## config.mk

```make
export PLATFORM = sky130hd
export DESIGN_NAME = pdcc_mac
export DESIGN_NICKNAME = d
export VERILOG_FILES = /design/src/pdcc_pkg.sv /design/src/pdcc_mac.sv
export SDC_FILE = /design/constraint.sdc
export NUM_CORES = 2
export LEC_CHECK = 0
export ABC_AREA = 1
export BUFFER_PORTS_ARGS = -buffer_cell sky130_fd_sc_hd__buf_2
export CAP_MARGIN = 10
export CORE_MARGIN = 2
export CORE_UTILIZATION = 57
export DETAILED_ROUTE_END_ITERATION = 16
export PLACE_DENSITY_LB_ADDON = 0.3
export SYNTH_ARGS = -nofsm -noshare
export SYNTH_HDL_FRONTEND = slang
export SYNTH_SLANG_ARGS = --single-unit
```

## constraint.sdc

```tcl
create_clock -name i_clk -period 7.65 [get_ports i_clk]
set_input_delay 0.3825 -clock i_clk [delete_from_list [all_inputs] [get_ports i_clk]]
set_output_delay 0.3825 -clock i_clk [all_outputs]
set_load 0.05 [all_outputs]
```

## src/pdcc_pkg.sv

```systemverilog
// ----------------------------------------------------------------------------
// pdcc_pkg: shared definitions for the protein/DNA clash checker
// Operation codes, sequencer states, field widths and the status struct that
// the distance unit returns to the sequencer.
// ----------------------------------------------------------------------------
package pdcc_pkg;

    // Default capacities and the exclusion margin around the binding site.
    localparam int MAX_ATOMS_DEF      = 4096;
    localparam int MAX_POINTS_DEF     = 1024;
    localparam int EXCLUDE_MARGIN_DEF = 10;

    // Field and datapath widths.
    localparam int COORD_W = 24;                // Q.8 coordinate or Q.16 coefficient
    localparam int ACC_W   = 52;                // exact sum of three products plus offset
    localparam int XF_W    = ACC_W - 16;        // transformed coordinate in Q.8
    localparam int DIFF_W  = XF_W + 1;          // difference against a DNA point
    localparam int MAG_W   = 10;                // magnitude below 4.0 in Q.8
    localparam int SUM_W   = 2 * MAG_W + 2;     // sum of three squares

    // Closeness limits: 4.0 per axis in Q.8 and 16.0 squared in Q.16.
    localparam int LIMIT_AXIS = 4 << 8;
    localparam int LIMIT_SQ   = 16 << 16;

    // Operation codes of the input word.
    typedef enum logic [1:0] {
        OP_LOAD_XF   = 2'd0,
        OP_LOAD_ATOM = 2'd1,
        OP_LOAD_PT   = 2'd2,
        OP_CHECK     = 2'd3
    } t_op;

    // Sequencer states.
    typedef enum logic [2:0] {
        S_IDLE,
        S_ATOM_RD,
        S_XFORM,
        S_PT_RD,
        S_PT_TEST,
        S_DIST,
        S_DONE
    } t_state;

    // Status from the distance unit.
    typedef struct packed {
        logic done;
        logic hit;
    } t_dist_stat;

endpackage

```

## src/pdcc_mac.sv

```systemverilog
// ----------------------------------------------------------------------------
// pdcc_mac: shared multiply-accumulate unit
// One signed 24x24 multiplier feeding a wide accumulator; the sequencer runs
// it four times per output row of the rigid transform.
// ----------------------------------------------------------------------------
module pdcc_mac
    import pdcc_pkg::*;
(
    input  logic                     i_clk,
    input  logic                     i_clr,
    input  logic                     i_en,
    input  logic signed [COORD_W-1:0] i_x,
    input  logic signed [COORD_W-1:0] i_y,
    output logic signed [ACC_W-1:0]   o_next
);

    logic signed [ACC_W-1:0]     r_acc;
    logic signed [2*COORD_W-1:0] prod;

    // Product plus the running sum, restarted on the first term of a row.
    assign prod   = i_x * i_y;
    assign o_next = (i_clr ? ACC_W'(0) : r_acc) + ACC_W'(prod);

    always_ff @(posedge i_clk) begin
        if (i_en) begin
            r_acc <= o_next;
        end
    end

endmodule

```

* After elaboration in Yosys (flattened, before gate mapping)
Cells that the tools add are included.
Word-level totals: register bits after elaboration 52, input port bits 51, output and inout bits 52, logic and storage cells 4
Operators by class: add/sub/neg operators 1, $mul 1, muxes and demuxes 1
Operators by type and width (count):
- $add 52x48->52 | 1
- $mux 52 | 1
- $mul 24x24->48 | 1

* Logic depth before layout (Yosys ltp)
depth in word-level cells 2, depth in mapped cells 29

* Least setup slack after synthesis
OpenSTA, ideal clock, no wires.
path type input to output, start in i_y[0], end out o_next[47], arrival time 6.498 ns, required time 7.267 ns, slack 0.770 ns, stages 25, buffers on the path 1, cell sequence clkbuf_1 nand2_1 inv_1 fa_1 fa_1 fa_1 inv_1 fa_1 inv_1 fa_1 fa_1 inv_1 fa_1 inv_1 ha_1 nand2_2 nor2_1 inv_1 nor2_2 nand2_1 nor3_2 nand2_1 nand3_1 nand2_1 nand2_1
On the way: cells in the longest elaborated chain, start to end 2
RTL lines:
- start: declaration | line pdcc_mac.sv:13 | input logic signed [COORD_W-1:0] i_y,
- $mul 24x24->48 | line pdcc_mac.sv:21 | assign prod = i_x * i_y;
- $add 52x48->52 | line pdcc_mac.sv:22 | assign o_next = (i_clr ? ACC_W'(0) : r_acc) + ACC_W'(prod);
- end: declaration | line pdcc_mac.sv:14 | output logic signed [ACC_W-1:0] o_next
Every way passes these cells.

* Worst setup path after layout
start in i_y[6], end out o_next[42]
The elaborated chain is that of the path after synthesis.

==> impl_metrics.toml <==
[run_status]
run_status = "finished clean"

[clock_network]
cts_num_sinks = 52
clockRootBuffer = "clkbuf_16"
cts_buffers = 5
post_cts_buffers = 0
cts_max_level = 2
cts.path.max_buffers = 2
clk_latency_ps = 320
clk_transition_reported_paths_ps = 70
cts_tree = "done"
cts_hold_buf = 0

[worst_setup_path]
reg2regPathDepth = 17
worstReg2RegEnd = "r_acc[23]"
cp-end-kind = "primary output"
cpMostUsedCell = "fa_1"
cp_data_arrival_time_ps = 7000
crit_chain = "clkbuf_4 > nand2_1 > inv_1 > fa_1 > fa_1 > fa_2 > inv_1 > fa_1 > inv_1 > fa_1 > fa_1 > inv_1 > fa_1 > inv_1 > ha_1 > nand2_2 > nor2_1 > nand2_1 > nor2_1 > nand4_1 > nand3_1 > nand2_1 > nand2_1 > buf_2"
startpoint_type = "input port"
slowest_stage = "fa_1"
setup.worst_path.class = "in -> out"
crit_required_ps = 7270
rr_startpoint = "r_acc[18]"
r2r_setup_slack_ps = 2530
crit_fanout = 12
critPathMaxStageDelay_ps = 710

[placed_design]
hpwl_um = 62500
port_buffers = 102
gp_congestion = 0.974

[sta]
fin_crit_sh = 0.966
fin_skew_ps = 10.1
setup_viol = 0
fin_crit_ps = 7390
fmax_mhz = 135
rsz0062_at_grt = "false"
drv_slew = 0
fin_setup_tns_ps = 0
worst_hold_slack_ps = 711
maxSlewHeadroom = 0.517
hold_violations = 0
worstMarginPinSlew_ps = 725

[detailed_routing]
wl_um = 69600
drtIter0Drc = 1571
vias = 21100
drc = 0
viasPerCell = 5.00
wire_per_inst_um = 16.5
ant_nets = 0
first_pass_iters = 5

[layout]
top_regs = "r_acc: 52 flops"
nets = 4499
top_register = "r_acc"
fillers = 4287
final_common_cell = "inv_1"
largest_reg_flops = 52
area_growth_pct = 5.49
layout-drive-gt1-share = 0.0663
antennaDiodeCount = 0
final_cell_mix = "inv_1 (1243), nand2_1 (925), fa_1 (674), ha_1 (167), nor2_1 (141)"

[min_path]
whs_path_depth = 3
whs_endpoint = "r_acc[0]"
hp-class = "reg -> reg"
hold_start = "r_acc[0]"

[logic_synthesis]
synth_area_sq_mm = 0.0278
yosysUniqueCellTypes = 30
ys_ff_latch = 52
avgSynthCellArea_sq_um = 7.84
syn-num-nets = 4437
synth_seq_area_share = 0.0562
syn_inst = 3542
ys_warn_count = 0

[global_route]
grt_usage = 0.299
antenna_found_initial = 0
grt_overflow = 0
grt_max_degree = 53
grt_pass1_vias = 22700
grt_pass1_wl_um = 118000

[floorplanning]
start_util = 0.579
die_area_sq_mm = 0.0505
core-area_sq_mm = 0.0479
io_pins = 103
fp.dieH_um = 225
die_w_um = 225
rows = 80

[run]
max_cap_violations = 0
## layout make-up
cell class | count | area, sq um | share of cell area
multi-input combinational | 2138 | 21200 | 0.722
sequential | 52 | 1560 | 0.0533
timing repair buffer | 157 | 961 | 0.0328
clock buffer | 5 | 125 | 0.00427
inverter | 1250 | 4690 | 0.160
clock inverter | 3 | 42.5 | 0.00145
tap | 615 | 769 | 0.0263
## cell families after synthesis
logic type                 after synthesis  share of synthesized area
DFF                                     52                     0.0562
buffers and inverters                 1352                      0.183
and+or+nand+nor                       1194                      0.174
xor gates and xnor gates                38                     0.0120
AOI/OAI and AO/OA                       62                     0.0118
adders and majority gates              844                      0.563
## worst max-delay path: cells and delay by family
| family | cells | cell delay [ps] |
|---|---|---|
| fa+ha+maj | 8 | 4260 |
| buf+inv | 7 | 910 |
| simple gates | 9 | 1410 |
## cells in the mapped netlist
cell type | count | area share
inv_1 | 1243 | 0.17
nand2_1 | 925 | 0.13
fa_1 | 677 | 0.49
ha_1 | 167 | 0.075
nor2_1 | 142 | 0.019
clkbuf_1 | 102 | 0.014
edfxtp_1 | 52 | 0.056
a21oi_1 | 44 | 0.0079
nand3_1 | 41 | 0.0074
xor2_1 | 23 | 0.0073
nand2_2 | 20 | 0.0045
nor2_2 | 18 | 0.0041
nand4_1 | 16 | 0.0036
xnor2_1 | 15 | 0.0047
o21ai_0 | 12 | 0.0022
inv_2 | 7 | 0.00095
nor3_2 | 7 | 0.0025
nand3_2 | 6 | 0.0022
nor2_4 | 5 | 0.0020
nor3_1 | 4 | 0.00072
o21bai_1 | 3 | 0.00081
or2_2 | 3 | 0.00068
a21oi_2 | 2 | 0.00063
and2_1 | 2 | 0.00045
a21o_1 | 1 | 0.00027
and2_0 | 1 | 0.00023
nand2_4 | 1 | 0.00041
nand3b_1 | 1 | 0.00027
nand3b_4 | 1 | 0.00072
or2_1 | 1 | 0.00023
## worst max path at each step
stage / from / end / slack [ps] / cells past startpoint
2_1_floorplan: i_y[0] / o_next[47] / 770 / 25
3_3_place_gp: i_y[6] / o_next[42] / 240 / 25
3_5_place_dp: i_y[9] / o_next[42] / 210 / 22
4_1_cts: i_y[9] / o_next[42] / 190 / 22
5_1_grt: i_y[6] / o_next[42] / 5 / 24
6_report: i_y[6] / o_next[42] / 260 / 24
## layer usage
metal	routed length, um	vias to the layer above	global-route usage
met5	0	-	0
met3	5410	78	0.0388
li1	-	9804	-
met1	30300	10500	0.430
met2	32400	764	0.491
met4	1390	0	0.0598
## repair_timing
item                                   CTS  global route
endpoints found under the hold margin    0             0
setup endpoints to repair                0             9
gates resized for setup                  0             9
## stage by stage
stage / util / cells / area [sq um] / setup WS (ps)
finish: 0.611 / 4220 / 29300 / 264
CTS: 0.611 / 4220 / 29300 / 192
global route: 0.611 / 4220 / 29300 / 4.82
floorplan: - / 3542 / 27800 / 770
global placement: 0.607 / 4212 / 29100 / 238
detailed placement: 0.607 / 4212 / 29100 / 206
Power is left out: the tool's default activity adds up to more than one toggle a clock period on the data nets, which glitch-free logic cannot reach.
