## config.mk

```make
export PLATFORM = sky130hd
export DESIGN_NAME = pdcc_dist
export DESIGN_NICKNAME = d
export VERILOG_FILES = /design/src/pdcc_pkg.sv /design/src/pdcc_dist.sv
export SDC_FILE = /design/constraint.sdc
export NUM_CORES = 1
export LEC_CHECK = 0
export BUFFER_PORTS_ARGS = -buffer_cell sky130_fd_sc_hd__buf_2
export CELL_PAD_IN_SITES_DETAIL_PLACEMENT = 0
export CELL_PAD_IN_SITES_GLOBAL_PLACEMENT = 2
export CORE_ASPECT_RATIO = 0.6
export CORE_MARGIN = 4
export CORE_UTILIZATION = 30
export CTS_CLUSTER_DIAMETER = 150
export CTS_CLUSTER_SIZE = 25
export DETAILED_ROUTE_END_ITERATION = 16
export PLACE_DENSITY_LB_ADDON = 0.25
export SLEW_MARGIN = 40
export SYNTH_ARGS = -nofsm -noshare
export SYNTH_HDL_FRONTEND = slang
export SYNTH_SLANG_ARGS = --single-unit
```

## constraint.sdc

```tcl
create_clock -name i_clk -period 8.4 [get_ports i_clk]
set_input_delay 0 -clock i_clk [delete_from_list [all_inputs] [get_ports i_clk]]
set_output_delay 0 -clock i_clk [all_outputs]
set_load 0.05 [all_outputs]
```

## src/pdcc_pkg.sv

```systemverilog
// ----------------------------------------------------------------------------
// pdcc_pkg: shared definitions for the protein/DNA clash checker
// Operation codes, sequencer states, field widths and the status struct that
// the distance unit returns to the sequencer.
// ----------------------------------------------------------------------------
package pdcc_pkg;

    // Default capacities and the exclusion margin around the binding site.
    localparam int MAX_ATOMS_DEF      = 4096;
    localparam int MAX_POINTS_DEF     = 1024;
    localparam int EXCLUDE_MARGIN_DEF = 10;

    // Field and datapath widths.
    localparam int COORD_W = 24;                // Q.8 coordinate or Q.16 coefficient
    localparam int ACC_W   = 52;                // exact sum of three products plus offset
    localparam int XF_W    = ACC_W - 16;        // transformed coordinate in Q.8
    localparam int DIFF_W  = XF_W + 1;          // difference against a DNA point
    localparam int MAG_W   = 10;                // magnitude below 4.0 in Q.8
    localparam int SUM_W   = 2 * MAG_W + 2;     // sum of three squares

    // Closeness limits: 4.0 per axis in Q.8 and 16.0 squared in Q.16.
    localparam int LIMIT_AXIS = 4 << 8;
    localparam int LIMIT_SQ   = 16 << 16;

    // Operation codes of the input word.
    typedef enum logic [1:0] {
        OP_LOAD_XF   = 2'd0,
        OP_LOAD_ATOM = 2'd1,
        OP_LOAD_PT   = 2'd2,
        OP_CHECK     = 2'd3
    } t_op;

    // Sequencer states.
    typedef enum logic [2:0] {
        S_IDLE,
        S_ATOM_RD,
        S_XFORM,
        S_PT_RD,
        S_PT_TEST,
        S_DIST,
        S_DONE
    } t_state;

    // Status from the distance unit.
    typedef struct packed {
        logic done;
        logic hit;
    } t_dist_stat;

endpackage

```

## src/pdcc_dist.sv

```systemverilog
// ----------------------------------------------------------------------------
// pdcc_dist: squared distance test for one atom/point pair
// Checks each axis against 4.0, then sums the three squares with a single
// small multiplier, one axis per cycle, and compares against 16.0.
// ----------------------------------------------------------------------------
module pdcc_dist
    import pdcc_pkg::*;
(
    input  logic                      i_clk,
    input  logic                      i_rst_n,
    input  logic                      i_start,
    input  logic signed [XF_W-1:0]    i_tx,
    input  logic signed [XF_W-1:0]    i_ty,
    input  logic signed [XF_W-1:0]    i_tz,
    input  logic [3*COORD_W-1:0]      i_pt,
    output t_dist_stat                o_stat
);

    logic                    r_busy;
    logic [1:0]              r_k;
    logic                    r_ok;
    logic [MAG_W-1:0]        r_mag [3];
    logic [SUM_W-1:0]        r_sum;

    logic signed [DIFF_W-1:0] d [3];
    logic [MAG_W-1:0]         mag [3];
    logic [2:0]               near;
    logic [2*MAG_W-1:0]       sq;
    logic [SUM_W-1:0]         n_sum;

    // Exact differences and the per-axis window test.
    always_comb begin
        d[0] = DIFF_W'(i_tx) - DIFF_W'($signed(i_pt[3*COORD_W-1:2*COORD_W]));
        d[1] = DIFF_W'(i_ty) - DIFF_W'($signed(i_pt[2*COORD_W-1:COORD_W]));
        d[2] = DIFF_W'(i_tz) - DIFF_W'($signed(i_pt[COORD_W-1:0]));
        for (int a = 0; a < 3; a++) begin
            near[a] = (d[a] > -DIFF_W'(LIMIT_AXIS)) && (d[a] < DIFF_W'(LIMIT_AXIS));
            mag[a]  = d[a][DIFF_W-1] ? MAG_W'(-d[a]) : MAG_W'(d[a]);
        end
    end

    // One square per cycle into the running sum.
    assign sq    = r_mag[r_k] * r_mag[r_k];
    assign n_sum = r_sum + SUM_W'(sq);

    assign o_stat.done = r_busy && (!r_ok || r_k == 2'd2);
    assign o_stat.hit  = r_ok && (n_sum < SUM_W'(LIMIT_SQ));

    // Control: busy from start until the last square or an axis miss.
    always_ff @(posedge i_clk) begin
        if (!i_rst_n) begin
            r_busy <= 1'b0;
            r_k    <= 2'd0;
        end else if (i_start && !r_busy) begin
            r_busy <= 1'b1;
            r_k    <= 2'd0;
        end else if (o_stat.done) begin
            r_busy <= 1'b0;
        end else if (r_busy) begin
            r_k <= r_k + 2'd1;
        end
    end

    // Operands and the partial sum.
    always_ff @(posedge i_clk) begin
        if (i_start && !r_busy) begin
            r_ok  <= &near;
            r_sum <= '0;
            for (int a = 0; a < 3; a++) begin
                r_mag[a] <= mag[a];
            end
        end else if (r_busy) begin
            r_sum <= n_sum;
        end
    end

    // The unit never reports done while idle.
    assert property (@(posedge i_clk) disable iff (!i_rst_n)
        o_stat.done |-> $past(i_start) || $past(r_busy))
        else $error("distance unit done without a start");

    // A hit requires every axis inside the window.
    assert property (@(posedge i_clk) disable iff (!i_rst_n)
        (o_stat.done && o_stat.hit) |-> r_ok)
        else $error("distance hit with an axis outside the window");

    // The axis counter never passes the third axis.
    assert property (@(posedge i_clk) disable iff (!i_rst_n)
        r_busy |-> (r_k != 2'd3))
        else $error("distance axis counter out of range");

endmodule

```

* Word-level counts from Yosys, hierarchy flattened *
Memories as Yosys holds them, arrays and structs flattened. A register that Yosys moved wholly into a read port is not among the register bits.
Cells that the tools add are included.
Widths: inputs -> output; s select.

cells by class
  add/subtract/negate cells = 8
  multipliers = 1
  order comparisons = 7
  equal/unequal tests = 1
  muxes and demuxes = 9
  bitwise gates (word level) = 2
  reductions and logical operators = 13

operator list
  kind                  number
  $gt 37x11->1 const B  3
  $lt 37x12->1 const B  3
  $sub 36x24->37        3
  $mux 10               3
  $neg 10->10           3
  $add 22x20->22        1
  $lt 22x21->1 const B  1
  $mul 10x10->20        1
  $logic_and 1x1->1     6
  $mux 1                4
  $mux 2                2
  $reduce_and 3->1      1
  $add 2x1->2 const B   1
  $eq 2x2->1 const B    1
  $logic_not 1->1       2
  $not 1->1             2
  $reduce_and 2->1      1
  $reduce_bool 2->1     1
  $reduce_or 2->1       1
  $logic_or 1x1->1      1

word-level totals
  register bits after elaboration = 26
  RAM bits = 30
  bits of input ports = 183
  output and inout port bits = 2
  logic and storage cells = 46
  memories kept = 1

memories
  memory  words  bits a word  read ports  clocked after memory_dff  wr ports  line             RTL
  r_mag   3      10           1           1                         3         pdcc_dist.sv:22  logic [MAG_W-1:0] r_mag [3];

* Depth between registers and ports, before layout *
Gate-level depths: netlist of run 1.

  depth in word-level cells = 7
  gate-level depth with buffers = 27
  gate-level depth less buffers = 26

* Worst setup path after synthesis of run 1 *
No wires, ideal clock.

  path kind = reg2out
  start = register (tool-made name)
  end = output port o_stat[0] (netlist name)
  data arrival time = 6552 ps
  required time = 8400 ps
  slack = 1848 ps
  cell stages (with the launch flop) = 25
  buffers on the path = 1
  cell sequence = dfxtp_1 -> clkbuf_1 -> mux2i_1 -> o21ai_0 -> nand2_1 -> fa_1 -> fa_1 -> inv_1 -> fa_1 -> fa_1 -> inv_1 -> fa_1 -> inv_1 -> ha_1 -> a21o_1 -> a21oi_1 -> a21boi_0 -> a211oi_1 -> o31ai_1 -> o21a_1 -> o21ai_0 -> nand2b_1 -> a31oi_1 -> xnor2_1 -> and3_1

RTL lines
  what              line             RTL
  end: declaration  pdcc_dist.sv:16  output t_dist_stat o_stat

==> summary.txt, run 1 <==
Final layout
  – Area grow syn2layout: 14.0%
  – Most common cell after layout, fill and taps aside: inv_1
  – Fillcell total: approximately 4,600
  – Share of layout cells above drive strength 1: 12.5%
  – Nets: ~2,300
  – Final std cells w/o fill: ~2,400
  – Ant diodes: 0
  – Commonest non-fill, non-tap cells in the layout: 245 x inv_1, 184 x buf_2, 166 x ha_1

Floorplanning
  – Core Box Area: 42,300 um2
  – Die width: 277 um
  – Die Span Y: 169 um
  – Core Rows: 58
  – IO Pins: about 190
  – DIE AREA: 46,800 um2
  – Starting Density: 30.7%

Synth
  – Synth async-reset ratio: 0%
  – Seq/Total Area, Yosys: between 10% and 20%
  – Ys flop type: edfxtp_1
  – Gate Count Post-Synth: 1,701
  – Synthesized Nets: 2,119
  – Post-synth EDFFs: 31
  – Syn avg cell area: 7.64 um2
  – Synth Register Bits: 58
  – Synth Cell Area: 13,000 um2
  – Cell variety after synth: 91
  – Synth Warn #: 0

Clock network
  – Reg clk slew, reported paths: around 0.060 ns
  – CTS tree: done
  – Post-CTS setup buffer count: 0
  – Max Buffers Root-to-Sink: 2
  – Clock buffer count from CTS: 9
  – Clk Latency, worst-skew pair: between 0.3 and 0.4 ns
  – H-tree depth: 3
  – Clock tree sinks: 58
  – Root buffer cell: clkbuf_16

Detailed routing
  – Post-DRT Antenna Nets: 0
  – Starting DRT DRC Count: 804
  – Routed WL: 40.3 mm
  – Via count: 12,308
  – Drt wl/cell: about 17 um
  – Drt pass-1 iters: 5
  – Residual DRC count: 0
  – Via density per instance: 5.05

GRT
  – Largest net degree at the start of global routing: 32
  – Total gr overflow: 0
  – First-pass GRT wire length: 64.6 mm
  – Vias in the first global route: 11,861
  – GRT Util Overall: 16.6%
  – Antenna violations before repair: 4

Timing
  – Tmin final: 7.46 ns
  – Endpoints failing setup: 0
  – Worst slew pin tran: 0.849 ns
  – Final hold vios: 0
  – RSZ-0062 raised after global routing: false
  – TNS Setup: 0 ns
  – FMAX: 134 MHz
  – Slew Limit Headroom: a little over two fifths
  – Tcrit/Tclk final: 88.8%
  – Final Skew: between 0.01 and 0.015 ns
  – Slew Viols, Final: 0
  – WHS: 0.157 ns

Placed design
  – Detail Placement HPWL: 34.4 mm
  – Placer Congestion: 0.829
  – Placed insts: 2,420
  – # port buffers: 184

Critical path
  – Critical Path RT: 8.40 ns
  – Crit path kind: reg2out
  – Worst EP arrival: 7.46 ns
  – CP Max Fanout: 10
  – Critical path endpoint category: output pin
  – CP Launch Type: flip-flop

Power
  – PwrDens: 351 nW/um2
  – Leakage: 7.15 nW
  – VDD IR max: ~0.00046 V
  – Total power: around 0.0052 W

Run status
  – Status: finished clean

Job
  – Total of max-cap violations: 0

Hold path
  – Hold Path Class: in2reg
## layer usage
metal / vias to the layer above / part of all wire [%] / GRT usage, %
li1: 6338 / - / -
met1: 5715 / 57 / 27.5
met2: 240 / 39 / 23.7
met3: 15 / 3.3 / 1.86
met4: 0 / 0.36 / 1.19
met5: - / 0 / 0
## registers in the layout, indices dropped and copies added, names as in the netlist, named ones only
signal / cells
r_sum: 22
r_busy: 1
r_ok: 1
r_mag: 30
r_k: 2
## cell families after synthesis
group	share of synthesized area, %
muxes	1.42
DFF	11.3
and+or+nand+nor	19.9
adders and majority gates	26.6
buffers and inverters	8.34
AOI/OAI and AO/OA	23.7
xor gates and xnor gates	8.68
## layout make-up
| class | instances | area, um2 | share of cell area [%] |
|---|---|---|---|
| clock buffer | 11 | 243 | 1.64 |
| clock inverter | 5 | 55.1 | 0.372 |
| timing repair buffer | 188 | 953 | 6.43 |
| multi-input combinational | 1357 | 10500 | 70.5 |
| tap | 570 | 713 | 4.81 |
| sequential | 58 | 1470 | 9.93 |
| inverter | 248 | 931 | 6.28 |
## worst paths after layout
check | cells after the start | slack [ns] | to | from
worst max-delay path | 24 | 0.94 | o_stat[0] | flip-flop
worst min-delay path | 2 | 0.16 | r_sum[3] | i_start
worst max register to register | 23 | 1.50 | r_sum[21] | flip-flop
worst min register to register | 2 | 0.47 | r_sum[3] | r_sum[3]
## synth_stat cells (14+ instances only)
master,number,share of area [%]
dfxtp_1,27,4.2
and2_1,14,0.67
nor2b_1,21,1.0
nand3_1,33,1.3
a31oi_1,21,1.0
clkbuf_1,35,1.0
nand2_1,149,4.3
mux2i_1,15,1.2
inv_1,246,7.1
o21a_1,28,1.6
a21oi_1,119,4.6
nor3_1,38,1.5
o21ai_0,64,2.5
nand2b_1,17,0.82
fa_1,69,11
nor2_1,115,3.3
nand4_1,30,1.4
o21ai_1,15,0.58
a211oi_1,14,0.81
o21bai_1,14,0.81
and3_1,26,1.3
ha_1,166,16
xor2_1,40,2.7
xnor2_1,86,5.8
edfxtp_1,31,7.2
a21o_1,53,3.1
## metrics by stage
step,instance area (um2),util [%],worst slack (ns)
after floorplan,13000,-,1.85
after global placement,14500,34.3,1.54
after detailed placement,14500,34.3,1.31
after CTS,14800,35.0,0.895
after global routing,14800,35.0,0.315
final,14800,35.0,0.942
## worst max-delay path, cell delays in order, from the launching register on
cell,delay (ns)
dfxtp_1,0.68
mux2i_1,0.19
o21ai_0,0.63
nand2_1,0.19
fa_1,0.50
fa_1,0.54
inv_1,0.06
fa_1,0.51
fa_1,0.55
inv_1,0.05
fa_1,0.52
inv_1,0.04
ha_1,0.37
a21o_1,0.20
a21oi_1,0.17
a21boi_0,0.10
a211oi_1,0.35
o31ai_1,0.16
o21a_1,0.21
o21ai_0,0.14
nand2b_1,0.11
a31oi_1,0.21
xnor2_1,0.17
and3_1,0.18
buf_2,0.26
## repair_timing
| item | CTS | global route |
|---|---|---|
| hold endpoints to repair | 2 | 0 |
| hold buffers | 1 | 0 |
| gates resized for setup | 0 | 0 |
## report_power, final
part / total (W) / internal, W / switching (W)
Clock: 0.000385 / 0.000237 / 0.000148
Sequential: 0.000421 / 0.000385 / 0.0000360
Combinational: 0.00440 / 0.00187 / 0.00253
No activity file was read; power rests on OpenSTA's default activity.
==> run 2: changes to the inputs <==
- PLACE_DENSITY: not set -> 0.7
- PLACE_DENSITY_LB_ADDON: 0.25 -> not set
==> run 2 against run 1 <==
Net effect:
- worst hold slack improved by 0.0013 ns
- final cell count did not move
- power rose by 1.0%
- sequential power barely moved
- final area rose by 0.16%
- first-iteration DRC count fell by 18%
- critical path depth rose by 1
- via count barely moved
- setup slack got worse by 0.066 ns
- clock power rose by 8.8%
- fmax fell by 0.87%
- critical path type unchanged
==> summary.txt, run 2 (same netlist as run 1, synthesis figures left out) <==
Run status
  – Status: finished clean

Final layout
  – Biggest register: r_mag
  – Commonest non-fill, non-tap cells in the layout: 245 x inv_1, 184 x buf_2, 166 x ha_1
  – Register Area: 1470 um2
  – Largest registers: r_mag: 30 flops, r_sum: 22 flops, r_k: 2 flops
  – Max reg flops: 30
  – Most common cell after layout, fill and taps aside: inv_1
  – Share of layout cells above drive strength 1: between 10% and 20%
  – Area grow syn2layout: 14.2%
  – Final non-filler cell area: 14,800 um2
  – Fillcell total: 4,568
  – Nets: around 2,300
  – Multi-input gate area: 10,500 um2

Timing
  – Tcrit/Tclk final: 89.6%
  – Slew Limit Headroom: 50.5%
  – Endpoints failing setup: 0
  – Final hold vios: 0
  – Worst slew pin tran: 0.735 ns
  – Slew Viols, Final: 0
  – Tmin final: 7.52 ns
  – FMAX: about 130 MHz
  – TNS Setup: 0 ns
  – Final Skew: 0.0105 ns
  – RSZ-0062 raised after global routing: false

Critical path
  – RR Endpoint: r_sum[21]
  – Worst EP arrival: between 7 and 8 ns
  – CP Max Fanout: 10
  – Critical Path RT: 8.40 ns
  – CP delay by family, top: adder cells
  – Critical path endpoint category: output pin
  – Crit path kind: reg2out
  – Slowest Stage Delay on Critical Path: ~0.66 ns
  – Critical Path Most Common Cell: fa_1
  – CP Launch Type: flip-flop
  – Crit-path slowest cell: dfxtp_1
  – CP bufs+invs: 5
  – R2R cell count: 24
  – R2R setup slack: ~1.5 ns

Clock network
  – CTS tree: done
  – H-tree depth: 3
  – Clock tree sinks: 58
  – Clock buffer count from CTS: 9
  – Clk Latency, worst-skew pair: 0.35 ns
  – Post-CTS setup buffer count: 0
  – Reg clk slew, reported paths: 0.06 ns
  – Max Buffers Root-to-Sink: 2
  – Root buffer cell: clkbuf_16

Placed design
  – Placed cell area: 14,500 um2
  – # port buffers: 184
  – Placer Congestion: about 0.83
  – Detail Placement HPWL: about 34 mm

Hold path
  – Hold Startpoint: i_start
  – Hold path depth: 2
  – Hold Path Class: in2reg
  – Worst Hold End: r_sum[17]

Detailed routing
  – Post-DRT Antenna Nets: 0
  – Drt wl/cell: roughly 17 um
  – Via density per instance: 5.05
  – Routed WL: between 40 and 50 mm
  – Drt pass-1 iters: 5
  – Residual DRC count: 0
  – Starting DRT DRC Count: approximately 660
  – Via count: roughly 12,000

GRT
  – Largest net degree at the start of global routing: 32
  – First-pass GRT wire length: 63.9 mm
  – Total gr overflow: 0
  – Vias in the first global route: 11,711
  – GRT Util Overall: 16.6%
  – Antenna violations before repair: 2

Power
  – VDD IR max: 0.000514 V
  – PwrDens: about 350 nW/um2
  – Leakage: 7.16 nW

Floorplanning
  – Die Span Y: between 150 and 200 um
  – Starting Density: 30.7%
  – Die width: 277 um
  – DIE AREA: 46,800 um2
  – IO Pins: ~190
  – Core Box Area: between 40,000 and 50,000 um2
  – Core Rows: 58

Job
  – Total of max-cap violations: 0
run 2: cell types whose count changed in the layout (fill, tap and decap cells not counted), sizes merged:
cell and delta:
diode +1, clkbuf -2, bufinv +1, inv +2, buf -1, clkinv -1
run 2: final cells by class:
class | instances | share of cell area [%]
clock buffer | 9 | 1.52
inverter | 248 | 6.27
timing repair buffer | 187 | 6.37
antenna | 1 | 0.0169
sequential | 58 | 9.91
multi-input combinational | 1357 | 70.4
clock inverter | 7 | 0.683
tap | 570 | 4.81
run 2: metal layers:
metal	global-route usage, %	vias up	share of wire, %
met1	27.3	5732	57
met3	1.72	22	3.3
met4	2.57	0	1.1
met5	0	-	0
met2	23.1	226	38
li1	-	6333	-
run 2: worst max-delay path by stage:
stage / startpoint / end / slack, ns / cells past startpoint
floorplan: flip-flop / o_stat[0] / 1.85 / 24
global placement: flip-flop / o_stat[0] / 1.47 / 24
detailed placement: flip-flop / o_stat[0] / 1.30 / 25
CTS: flip-flop / o_stat[0] / 0.89 / 25
global route: flip-flop / o_stat[0] / 0.41 / 25
finish: flip-flop / o_stat[0] / 0.88 / 25
run 2: where the power goes:
| part | leakage [nW] | switching (W) | internal [W] |
|---|---|---|---|
| registers | 0.520 | 0.0000377 | 0.000385 |
| clock network | 0.153 | 0.000156 | 0.000262 |
| logic | 6.49 | 0.00255 | 0.00187 |
run 2: repair_timing:
action / 4_1_cts / 5_1_grt
gates resized for setup: 0 / 0
hold buffers: 1 / 0
hold endpoints to repair: 4 / 0
run 2: stage by stage:
step	power [W]	instances	utilization, %	hold slack [ns]	setup WS, ns
2_1_floorplan	0.00386	1701	-	0.146	1.85
3_3_place_gp	0.00482	2419	34.2	0.287	1.47
3_5_place_dp	0.00482	2419	34.3	0.291	1.30
4_1_cts	0.00529	2436	35.1	0.164	0.890
5_1_grt	0.00594	2437	35.1	0.172	0.409
6_report	0.00526	2437	35.1	0.159	0.876
==> run 3: changes to the inputs <==
- BUFFER_PORTS_ARGS: -buffer_cell sky130_fd_sc_hd__buf_2 -> -buffer_cell sky130_fd_sc_hd__buf_4
- CAP_MARGIN: not set -> 5
- GPL_TIMING_DRIVEN: not set -> 0
==> run 3 against run 2 <==
Net effect:
- non-clock buffer count increased by 35
- critical endpoint unchanged
- power decreased by 0.17%
- sequential cell count unchanged
- largest power group unchanged
- critical path depth unchanged
- die area unchanged
- register-to-register slack got worse by 0.25 ns
==> summary.txt, run 3 (same netlist as run 1, synthesis figures left out) <==
Clock network
  – Clock buffer count from CTS: 9
  – Reg clk slew, reported paths: roughly 0.060 ns
  – Post-CTS setup buffer count: 0
  – CTS tree: done
  – H-tree depth: 3
  – Clk Latency, worst-skew pair: 0.33 ns
  – Max Buffers Root-to-Sink: 2
  – Root buffer cell: clkbuf_16
  – Clock tree sinks: 58

Floorplanning
  – DIE AREA: approximately 47,000 um2
  – Die Span Y: about 170 um
  – Core Box Area: 42,300 um2
  – Starting Density: 30.7%
  – Core Rows: 58
  – Die width: roughly 280 um
  – IO Pins: 185

GRT
  – Antenna violations before repair: 0
  – Total gr overflow: 0
  – Vias in the first global route: 12,105
  – Largest net degree at the start of global routing: 32
  – First-pass GRT wire length: 64.9 mm
  – GRT Util Overall: between 15 and 20%

Timing
  – Endpoints failing setup: 0
  – Slew Viols, Final: 0
  – RSZ-0062 raised after global routing: false
  – Tcrit/Tclk final: 91.5%
  – Slew Limit Headroom: a little under half
  – WHS: 0.0297 ns
  – TNS Setup: 0 ns
  – Worst slew pin tran: 0.817 ns
  – Final hold vios: 0
  – Final Skew: 0.00866 ns
  – FMAX: 130 MHz
  – Tmin final: roughly 7.7 ns

Critical path
  – Crit path kind: reg2out
  – Crit-path slowest cell: fa_1
  – Critical Path Most Common Cell: fa_1
  – Critical path endpoint category: output pin
  – RR Endpoint: r_sum[21]
  – CP Max Fanout: 10
  – R2R setup slack: 1.20 ns
  – R2R cell count: 24
  – Worst EP arrival: 7.68 ns
  – CP Launch Type: flip-flop
  – Slowest Stage Delay on Critical Path: 0.55 ns
  – Critical Path RT: between 8 and 9 ns

Placed design
  – # port buffers: around 180
  – Detail Placement HPWL: 34.8 mm
  – Placed insts: 2,455
  – Placer Congestion: 0.828

Final layout
  – Largest registers: r_mag: 30 flops, r_sum: 22 flops, r_k: 2 flops
  – Final Util: 36.5%
  – Nets: 2,314
  – Share of layout cells above drive strength 1: 12.4%
  – Commonest non-fill, non-tap cells in the layout: 245 x inv_1, 184 x buf_4, 166 x ha_1
  – Most common cell after layout, fill and taps aside: inv_1
  – Max reg flops: 30
  – Fillcell total: about 4,500
  – Final std cells w/o fill: 2,471
  – Ant diodes: 0
  – Area grow syn2layout: 19.0%
  – Biggest register: r_mag

Detailed routing
  – Via density per instance: 5.00
  – Post-DRT Antenna Nets: 0
  – Drt wl/cell: 16.3 um
  – Drt pass-1 iters: 5
  – Routed WL: 40.2 mm
  – Via count: 12,343
  – Starting DRT DRC Count: 665
  – Residual DRC count: 0

Power
  – Leakage: 7.38 nW
  – PwrDens: 340 nW/um2
  – VDD IR max: ~0.00037 V

Hold path
  – Hold path depth: 3
  – Worst Hold End: r_sum[21]
  – Hold Path Class: in2reg
  – Hold Startpoint: i_start

Run status
  – Status: finished clean

Job
  – Total of max-cap violations: 0
[run 3: changes by cell type in the layout (fill, tap and decap cells not counted), moves of 3 or more]
| cell | delta |
|---|---|
| clkbuf_1 | +34 |
| o21ai_1 | +3 |
| o21ai_0 | -4 |
| buf_4 | +182 |
| buf_2 | -182 |
[run 3: power breakdown]
group / switching (W) / internal [W] / total, W / leakage (nW)
clock: 0.000148 / 0.000293 / 0.000441 / 0.171
sequential: 0.0000322 / 0.000384 / 0.000416 / 0.520
combinational: 0.00251 / 0.00188 / 0.00439 / 6.69
[run 3: worst max-delay path by stage]
stage / from / endpoint / slack [ns] / depth (start not counted)
after floorplan: flip-flop / o_stat[0] / 1.85 / 24
after global placement: flip-flop / o_stat[0] / 0.60 / 26
after detailed placement: flip-flop / o_stat[0] / 0.58 / 26
after CTS: flip-flop / o_stat[0] / 0.19 / 26
after global routing: flip-flop / o_stat[0] / 0.17 / 25
final: flip-flop / o_stat[0] / 0.72 / 25
[run 3: worst max-delay path: cells and delay by family (launching register included)]
| family | cells | cell delay (ns) |
|---|---|---|
| flops | 1 | 0.51 |
| simple gates | 3 | 0.50 |
| compound gates | 9 | 2.13 |
| buf+inv | 5 | 0.73 |
| fa+ha+maj | 6 | 2.96 |
| xor+xnor | 1 | 0.16 |
| mux | 1 | 0.34 |
[run 3: repair_timing]
action	in CTS	in global routing
hold buffers	1	0
hold endpoints to repair	5	0
setup endpoints to repair	0	1
gates resized for setup	0	2
[run 3: stage by stage]
step	power [W]	area, um2	setup WS [ns]
6_report	0.00525	15500	0.718
5_1_grt	0.00598	15500	0.168
4_1_cts	0.00528	15500	0.186
3_5_place_dp	0.00478	15100	0.582
3_3_place_gp	0.00478	15100	0.600
2_1_floorplan	0.00386	13000	1.85
[run 3: per-layer routing]
layer | up-vias | global-route usage [%] | wire length, um
met4 | 0 | 1.39 | 187
met2 | 203 | 24.4 | 16000
met3 | 9 | 1.64 | 1350
met5 | - | 0 | 0
met1 | 5716 | 27.1 | 22700
li1 | 6415 | - | -
[run 3: layout make-up]
type | count | area (um2) | area share (%)
Sequential cell | 58 | 1470 | 9.53
Tap cell | 570 | 713 | 4.61
Clock buffer | 9 | 225 | 1.46
Buffer | 37 | 149 | 0.963
Inverter | 248 | 935 | 6.05
Clock inverter | 7 | 125 | 0.809
Multi-Input combinational cell | 1357 | 10400 | 67.6
Timing Repair Buffer | 185 | 1390 | 9.00
